--- config.mk ---
export PLATFORM = sky130hd
export DESIGN_NAME = keyed_timer_slot_table
export DESIGN_NICKNAME = d
export VERILOG_FILES = /design/src/ktst_pkg.sv /design/src/keyed_timer_slot_table.sv /design/src/ktst_cell.sv
export SDC_FILE = /design/constraint.sdc
export NUM_CORES = 2
export LEC_CHECK = 0
export BUFFER_PORTS_ARGS = -buffer_cell sky130_fd_sc_hd__clkbuf_2
export CAP_MARGIN = 10
export CORE_MARGIN = 2
export CORE_UTILIZATION = 58
export CTS_BUF_LIST = sky130_fd_sc_hd__clkbuf_4 sky130_fd_sc_hd__clkbuf_8
export DETAILED_ROUTE_END_ITERATION = 7
export GPL_ROUTABILITY_DRIVEN = 0
export PLACE_DENSITY_LB_ADDON = 0.2
export SYNTH_ARGS = -nofsm -noshare
export SYNTH_HDL_FRONTEND = slang
export SYNTH_SLANG_ARGS = --single-unit
--- constraint.sdc ---
create_clock -name clk_i -period 13.2 [get_ports clk_i]
set_input_delay 1.32 -clock clk_i [delete_from_list [all_inputs] [get_ports clk_i]]
set_output_delay 1.32 -clock clk_i [all_outputs]
set_load 0.01 [all_outputs]
--- src/ktst_pkg.sv ---
package ktst_pkg;

  // input kinds
  localparam logic [1:0] KIND_TICK   = 2'd0;
  localparam logic [1:0] KIND_START  = 2'd1;
  localparam logic [1:0] KIND_CANCEL = 2'd2;
  localparam logic [1:0] KIND_QUERY  = 2'd3;

  // result status codes
  localparam logic [2:0] STAT_STARTED   = 3'd0;
  localparam logic [2:0] STAT_FULL      = 3'd1;
  localparam logic [2:0] STAT_CANCELLED = 3'd2;
  localparam logic [2:0] STAT_QUERY     = 3'd3;
  localparam logic [2:0] STAT_EXPIRED   = 3'd4;

  // input item
  typedef struct packed {
    logic [1:0]  kind;
    logic [7:0]  timer_id;
    logic [31:0] duration;
    logic [31:0] argument;
  } item_t;

  // result item
  typedef struct packed {
    logic [2:0]  status;
    logic [7:0]  timer_id_out;
    logic [31:0] argument_out;
    logic        running;
    logic        last;
  } result_t;

  // command token handed from cell to cell
  typedef struct packed {
    logic        valid;
    logic [1:0]  kind;
    logic [7:0]  id;
    logic [31:0] dur;
    logic [31:0] arg;
    logic [31:0] now;
    logic        found;
  } tok_t;

  // expiry seen by one cell
  typedef struct packed {
    logic        valid;
    logic [7:0]  id;
    logic [31:0] arg;
  } evt_t;

endpackage

--- src/keyed_timer_slot_table.sv ---
// Keyed timer slot table: SLOTS timer slots, one per cell of a chain.
// Input channel: item_i is taken at a rising edge with start high and busy
// low. An item is a tick, a timer start, a cancel or a query.
// Output channel: each result sits on result_o for one cycle while
// result_valid_o is high; the receiver takes it at the end of that cycle and
// cannot stall it.
// An accepted item travels down the chain one cell per cycle; each cell acts
// on its own slot as the item passes. Start, cancel and query give one result
// on the ports once the item has left the last cell and passed the done and
// result registers. A tick gives its expiries in slot order while it travels
// (each held back in a pending register so the final one can carry last) and
// may give none. busy stays high from acceptance until the cycle the closing
// result is shown, so a new item is taken only once the last one has left the
// chain; the chain length sets how long that takes.
// Reset clears the time to zero and frees every slot.
module keyed_timer_slot_table import ktst_pkg::*; #(
  parameter int SLOTS = 16
) (
  input  logic    clk_i,
  input  logic    rst_ni,
  input  logic    start,
  output logic    busy,
  input  item_t   item_i,
  output logic    result_valid_o,
  output result_t result_o
);

  logic        accept;
  logic        busy_q, busy_d;
  logic [31:0] now_q, now_d;
  tok_t        tok_in;
  tok_t        tok [SLOTS+1];
  evt_t        evt [SLOTS];
  evt_t        evt_any;
  logic        done_q;
  tok_t        fin_q;
  evt_t        pend_q, pend_d;
  logic        res_valid_q, res_valid_d;
  result_t     res_q, res_d;

  assign accept = start && !busy_q;

  // time and command token entering the chain
  always_comb begin
    now_d = now_q;
    if (accept && (item_i.kind == KIND_TICK)) begin
      now_d = now_q + 32'd1;
    end
    tok_in.valid = accept;
    tok_in.kind  = item_i.kind;
    tok_in.id    = item_i.timer_id;
    tok_in.dur   = item_i.duration;
    tok_in.arg   = item_i.argument;
    tok_in.now   = (item_i.kind == KIND_TICK) ? (now_q + 32'd1) : now_q;
    tok_in.found = 1'b0;
  end

  assign tok[0] = tok_in;

  // chain of slot cells
  for (genvar k = 0; k < SLOTS; k++) begin : g_cell
    ktst_cell u_cell (
      .clk_i (clk_i),
      .rst_ni(rst_ni),
      .tok_i (tok[k]),
      .tok_o (tok[k+1]),
      .evt_o (evt[k])
    );
  end

  // at most one cell reports an expiry per cycle
  always_comb begin
    evt_any = '0;
    for (int k = 0; k < SLOTS; k++) begin
      if (evt[k].valid) begin
        evt_any = evt_t'(evt_any | evt[k]);
      end
    end
  end

  // result sequencing: hold each expiry back in pend_q to mark the last one
  always_comb begin
    pend_d      = pend_q;
    res_valid_d = 1'b0;
    res_d       = '0;
    busy_d      = busy_q;
    if (accept) begin
      busy_d = 1'b1;
    end
    if (evt_any.valid) begin
      if (pend_q.valid) begin
        res_valid_d        = 1'b1;
        res_d.status       = STAT_EXPIRED;
        res_d.timer_id_out = pend_q.id;
        res_d.argument_out = pend_q.arg;
      end
      pend_d = evt_any;
    end else if (done_q) begin
      busy_d       = 1'b0;
      pend_d.valid = 1'b0;
      unique case (fin_q.kind)
        KIND_TICK: begin
          res_valid_d        = pend_q.valid;
          res_d.status       = STAT_EXPIRED;
          res_d.timer_id_out = pend_q.id;
          res_d.argument_out = pend_q.arg;
          res_d.last         = 1'b1;
        end
        KIND_START: begin
          res_valid_d        = 1'b1;
          res_d.status       = fin_q.found ? STAT_STARTED : STAT_FULL;
          res_d.timer_id_out = fin_q.id;
          res_d.last         = 1'b1;
        end
        KIND_CANCEL: begin
          res_valid_d        = 1'b1;
          res_d.status       = STAT_CANCELLED;
          res_d.timer_id_out = fin_q.id;
          res_d.last         = 1'b1;
        end
        default: begin
          res_valid_d        = 1'b1;
          res_d.status       = STAT_QUERY;
          res_d.timer_id_out = fin_q.id;
          res_d.running      = fin_q.found;
          res_d.last         = 1'b1;
        end
      endcase
    end
  end

  // control registers
  always_ff @(posedge clk_i or negedge rst_ni) begin
    if (!rst_ni) begin
      busy_q      <= 1'b0;
      now_q       <= '0;
      done_q      <= 1'b0;
      pend_q      <= '0;
      res_valid_q <= 1'b0;
    end else begin
      busy_q      <= busy_d;
      now_q       <= now_d;
      done_q      <= tok[SLOTS].valid;
      pend_q      <= pend_d;
      res_valid_q <= res_valid_d;
    end
  end

  // payload registers
  always_ff @(posedge clk_i) begin
    fin_q <= tok[SLOTS];
    res_q <= res_d;
  end

  assign busy           = busy_q;
  assign result_valid_o = res_valid_q;
  assign result_o       = res_q;

  // the closing step never meets a cell expiry
  a_done_alone: assert property (@(posedge clk_i) disable iff (!rst_ni)
    done_q |-> !evt_any.valid)
    else $error("chain end coincides with an expiry");

  // a result is only formed while an item is in flight
  a_res_busy: assert property (@(posedge clk_i) disable iff (!rst_ni)
    res_valid_q |-> $past(busy_q))
    else $error("result without item in flight");

  // an accepted item holds busy
  a_accept_busy: assert property (@(posedge clk_i) disable iff (!rst_ni)
    accept |=> busy_q)
    else $error("busy not raised on accept");

  // the closing step releases busy
  a_done_free: assert property (@(posedge clk_i) disable iff (!rst_ni)
    done_q |=> !busy_q)
    else $error("busy not released at chain end");

  // no expiry is held once the item is finished
  a_pend_clear: assert property (@(posedge clk_i) disable iff (!rst_ni)
    !busy_q |-> !pend_q.valid)
    else $error("expiry left pending while idle");

endmodule

--- src/ktst_cell.sv ---
module ktst_cell import ktst_pkg::*; (
  input  logic clk_i,
  input  logic rst_ni,
  input  tok_t tok_i,
  output tok_t tok_o,
  output evt_t evt_o
);

  logic        valid_q, valid_d;
  logic [7:0]  ident_q;
  logic [31:0] start_q;
  logic [31:0] dur_q;
  logic [31:0] arg_q;
  tok_t        tok_q, tok_d;
  evt_t        evt_q, evt_d;

  logic        id_hit;
  logic [31:0] elapsed;
  logic        take, drop_dup, cancel, fire;

  // slot decisions for the token passing this cell
  always_comb begin
    id_hit   = valid_q && (ident_q == tok_i.id);
    elapsed  = tok_i.now - start_q;
    take     = tok_i.valid && (tok_i.kind == KIND_START) && !tok_i.found &&
               (!valid_q || (ident_q == tok_i.id));
    drop_dup = tok_i.valid && (tok_i.kind == KIND_START) && tok_i.found && id_hit;
    cancel   = tok_i.valid && (tok_i.kind == KIND_CANCEL) && !tok_i.found && id_hit;
    fire     = tok_i.valid && (tok_i.kind == KIND_TICK) && valid_q && (elapsed >= dur_q);
  end

  // next slot state, token and expiry
  always_comb begin
    valid_d = valid_q;
    if (take) begin
      valid_d = 1'b1;
    end else if (drop_dup || cancel || fire) begin
      valid_d = 1'b0;
    end
    tok_d       = tok_i;
    tok_d.found = tok_i.found | take |
                  (((tok_i.kind == KIND_CANCEL) || (tok_i.kind == KIND_QUERY)) && id_hit);
    evt_d.valid = fire;
    evt_d.id    = ident_q;
    evt_d.arg   = arg_q;
  end

  // control registers
  always_ff @(posedge clk_i or negedge rst_ni) begin
    if (!rst_ni) begin
      valid_q <= 1'b0;
      tok_q   <= '0;
      evt_q   <= '0;
    end else begin
      valid_q <= valid_d;
      tok_q   <= tok_d;
      evt_q   <= evt_d;
    end
  end

  // slot payload, written when the slot is taken
  always_ff @(posedge clk_i) begin
    if (take) begin
      ident_q <= tok_i.id;
      start_q <= tok_i.now;
      dur_q   <= tok_i.dur;
      arg_q   <= tok_i.arg;
    end
  end

  assign tok_o = tok_q;
  assign evt_o = evt_q;

endmodule

==> out/results.txt <==
The run finished with clean final reports. For this run, the top clock speed supported by timing is 169 MHz. Dividing the detail-routed via count by the number of cells gives 5.59.

The initial utilization of the core area, before any placement, comes to 58.2%. The total overflow left after global routing is 0. The sum of buffers and inverters on the critical path works out to 5.

After detailed routing, the average wire length per cell comes to 21.5 um. Including well taps, the total number of placed cells is 14200. The logs give 15400 for the non-filler instance count after layout and 194 for the pin count of the biggest net entering global routing. The worst setup path is launched from a flip-flop. Gates resized during post-CTS repair numbered 0. The post-route clock period utilization was 44.8%; the count of unresolved DRC violations after routing was 0.

The analysis attributes to cell leakage a power of 0.0795 uW. The first TritonRoute pass finished after 6 iterations. Total power density per cell area: 146 nW/um^2.

The height of the chip is 522 um, and the area enclosed by the die boundary is 273000 um^2. For the cell area after synthesis, the log shows 156000 um^2. The kind of cell with the highest combined delay on the critical path was simple AND/OR/NAND/NOR gates. The signal on the critical path passes through buf_4 > nor4_1 > nand4_1 > buf_4 > inv_1 > nand2_1 > inv_1 > nand2_1 > and2_2 > buf_4 > nor2b_1. The average instance area after synthesis is 14.8 um^2, and the number of maximum-capacitance violations is 0.

Counting instances in the post-synthesis netlist gives the leading cell types as 2380 x sky130_fd_sc_hd__dfrtp_1, 1664 x sky130_fd_sc_hd__edfxtp_1, 1134 x sky130_fd_sc_hd__inv_1, 1013 x sky130_fd_sc_hd__ha_1, 485 x sky130_fd_sc_hd__a21oi_1. Number of unique standard cell types used by synthesis: 88. sky130_fd_sc_hd__dfrtp_1 takes more of the synthesized area than any other cell.

The sum of negative setup slack was 0 ns; the global-route wire length before repair was 511000 um. The post-synthesis async set-or-reset flop share was 58.0%. Delay of the slowest cell on the worst path: 1.14 ns. The worst setup path is captured at a flip-flop. The critical-path cell with the highest stage delay is sky130_fd_sc_hd__nand4_1.

The number of antenna violations at the first check in global routing was 10. The via count of the routed design is 86100, and the clock-pin slew of the registers on the worst-case setup and hold paths is 0.06 ns. In this run, post-CTS hold repair placed 0 buffers. The root buffer cell chosen for the clock tree is sky130_fd_sc_hd__clkbuf_8. TritonCTS built the clock tree. The placeable core region is 268000 um^2, and the die span in x is 522 um.

The number of nets handed over by synthesis was 11700. The logs give 0 for the number of routed nets with antenna violations and 124 for the number of ports placed on the die boundary. The fraction of layout instances using a drive strength above 1 came out at 12.4%. The max-slew violation count came out at 0.

The most numerous cell on the critical path was sky130_fd_sc_hd__buf_4. After synthesis, the largest area contributor takes up 38.2% of total cell area. The synthesized design contains 1664 enable-type register cells.

By area the synthesized netlist is led by sky130_fd_sc_hd__dfrtp_1 38%, sky130_fd_sc_hd__edfxtp_1 32%, sky130_fd_sc_hd__ha_1 8.1%, sky130_fd_sc_hd__inv_1 2.7%, sky130_fd_sc_hd__a21o_1 2.0%. The total routing usage reported by global routing is 24.5%, and the count of input and output buffers is 123. The tools report the worst slew slack as a fraction of its limit as 13.3%. In the synthesized netlist the dominant register cell turns out to be sky130_fd_sc_hd__dfrtp_1. The via count of the first global-routing pass is 89900, and the largest buffer count on any clock path is 4. In this run the number of H-tree levels came out at 6. Buffer count from post-CTS setup fixing: 0.

The DRC marker count from the first detailed-route iteration was 6703; the shortest clock period the worst path allows after layout was 5.91 ns. The critical path is of the reg -> reg type. During synthesis, Yosys emitted a total of 0 warnings. The synthesis-to-finish area growth was 12.4%. The path class of the tightest hold or removal check is in -> async. The cell count after synthesis came out at 10500. The logs give 71.0% for the register area share after synthesis and 1.16 ns for the source-to-sink clock delay at the later pin of the worst-skew pair. Before CTS, the worst setup slack after placement is 6.54 ns. The slew at the pin closest to its max-slew limit was 1.29 ns; the number of hold-slack violations in the final timing report was 0. The run gives 0.106 mV as the worst supply voltage drop on vdd. Setup violations remaining at the end of the flow were counted as 0.

Most frequent cell after synthesis: sky130_fd_sc_hd__dfrtp_1. For the number of core rows, the log shows 190. In this run, synthesis produced a sequential element count of 4100. The final net count was 12400. The tools report the worst path required time as 14.23 ns. The CTS buffer count was 628. Summed over all nets, the half-perimeter wirelength after detailed placement is 219000 um.

Across all setup checks in the final design, the least slack found is 7.29 ns. The sink count of the clock tree was 4100; the maximum fanout count along the critical path was 41. Setup repair after global routing left no endpoint under its margin.

The overall routed net length came out at 330000 um. The final worst clock skew was 0.0690 ns; the data arrival time at the worst-slack endpoint was 6.95 ns.
cell type report:
type | count | area [um^2]
clock inverter | 123 | 997
multi-input combinational | 5207 | 40700
inverter | 1134 | 4260
fill | 18400 | 92400
antenna | 9 | 22.5
timing repair buffer | 225 | 1520
clock buffer | 1042 | 12700
sequential | 4100 | 111000
tap | 3552 | 4440
placed cells by master (no fill, tap or decap), types with 89 or more instances in the layout:
| master | n |
|---|---|
| sky130_fd_sc_hd__a21o_1 | 416 |
| sky130_fd_sc_hd__a21oi_1 | 485 |
| sky130_fd_sc_hd__a22oi_1 | 218 |
| sky130_fd_sc_hd__buf_4 | 92 |
| sky130_fd_sc_hd__clkbuf_2 | 122 |
| sky130_fd_sc_hd__clkbuf_4 | 268 |
| sky130_fd_sc_hd__clkbuf_8 | 774 |
| sky130_fd_sc_hd__dfrtp_1 | 2364 |
| sky130_fd_sc_hd__edfxtp_1 | 1664 |
| sky130_fd_sc_hd__ha_1 | 1013 |
| sky130_fd_sc_hd__inv_1 | 1134 |
| sky130_fd_sc_hd__nand2_1 | 287 |
| sky130_fd_sc_hd__nand2b_1 | 89 |
| sky130_fd_sc_hd__nand3_1 | 108 |
| sky130_fd_sc_hd__nand4_1 | 174 |
| sky130_fd_sc_hd__nor2_1 | 300 |
| sky130_fd_sc_hd__nor2b_1 | 140 |
| sky130_fd_sc_hd__nor3_1 | 93 |
| sky130_fd_sc_hd__o21ai_0 | 247 |
| sky130_fd_sc_hd__xnor2_1 | 345 |
| sky130_fd_sc_hd__xor2_1 | 293 |
sequential cells by signal, indices dropped and copies added (netlist names):
name	flops
result_o	45
fin_q	11
now_q	32
result_valid_o	1
done_q	1
pend_q	41
g_cell.u_cell.arg_q	512
g_cell.u_cell.evt_o	656
g_cell.u_cell.ident_q	128
busy	1
g_cell.u_cell.valid_q	16
g_cell.u_cell.tok_o	1632
g_cell.u_cell.start_q	512
g_cell.u_cell.dur_q	512
kinds of logic (layout without fill, tap and decap cells):
kind of cell    Yosys count  after routing  synth area share, %
xor+xnor                638            638                 3.59
other cells               0              9                    0
simple gates           1474           1474                 4.93
flops                  4100           4100                 71.0
mux                       4              4               0.0265
fa+ha+maj              1029           1029                 8.34
compound gates         2062           2062                 9.15
buf+inv                1240           2524                 2.99
layer usage:
metal  vias up  wire length, um  GRT usage, %
li1      39300                -             -
met1     43400           136000          32.3
met2      2645           159000          39.9
met3       757            20200          4.49
met4         2            14900          11.1
met5         -               13             0
per-stage QoR:
stage          instance area (um^2)  utilization (%)  hold slack, ns  power [uW]
2_1_floorplan                156000                -           0.324       14400
3_3_place_gp                 162000             60.4           0.327       14800
3_5_place_dp                 162000             60.4           0.327       14800
4_1_cts                      175000             65.5           0.171       25800
5_1_grt                      175000             65.5           0.227       26500
6_report                     175000             65.5           0.184       25600
worst paths after layout:
check / from / endpoint / slack [ns] / cells after the start
hold / removal: rst_ni / g_cell[0].u_cell.tok_o[42] / 0.18 / 1
max in group asynchronous: rst_ni / g_cell[14].u_cell.tok_o[14] / 9.80 / 4
setup / recovery: g_cell[4].u_cell.evt_o[40] / result_o[3] / 7.29 / 11
min in group clk_i: item_i[13] / g_cell[0].u_cell.tok_o[46] / 0.27 / 1
setup reg to reg: g_cell[4].u_cell.evt_o[40] / result_o[3] / 7.29 / 11
hold reg to reg: g_cell[15].u_cell.tok_o[104] / fin_q[104] / 0.32 / 0
power breakdown:
| group | internal, uW | switching, uW |
|---|---|---|
| sequential | 13500 | 221 |
| clock | 6260 | 4710 |
| combinational | 337 | 478 |
| total | 20100 | 5410 |
Power figures use the tool's default switching activity.
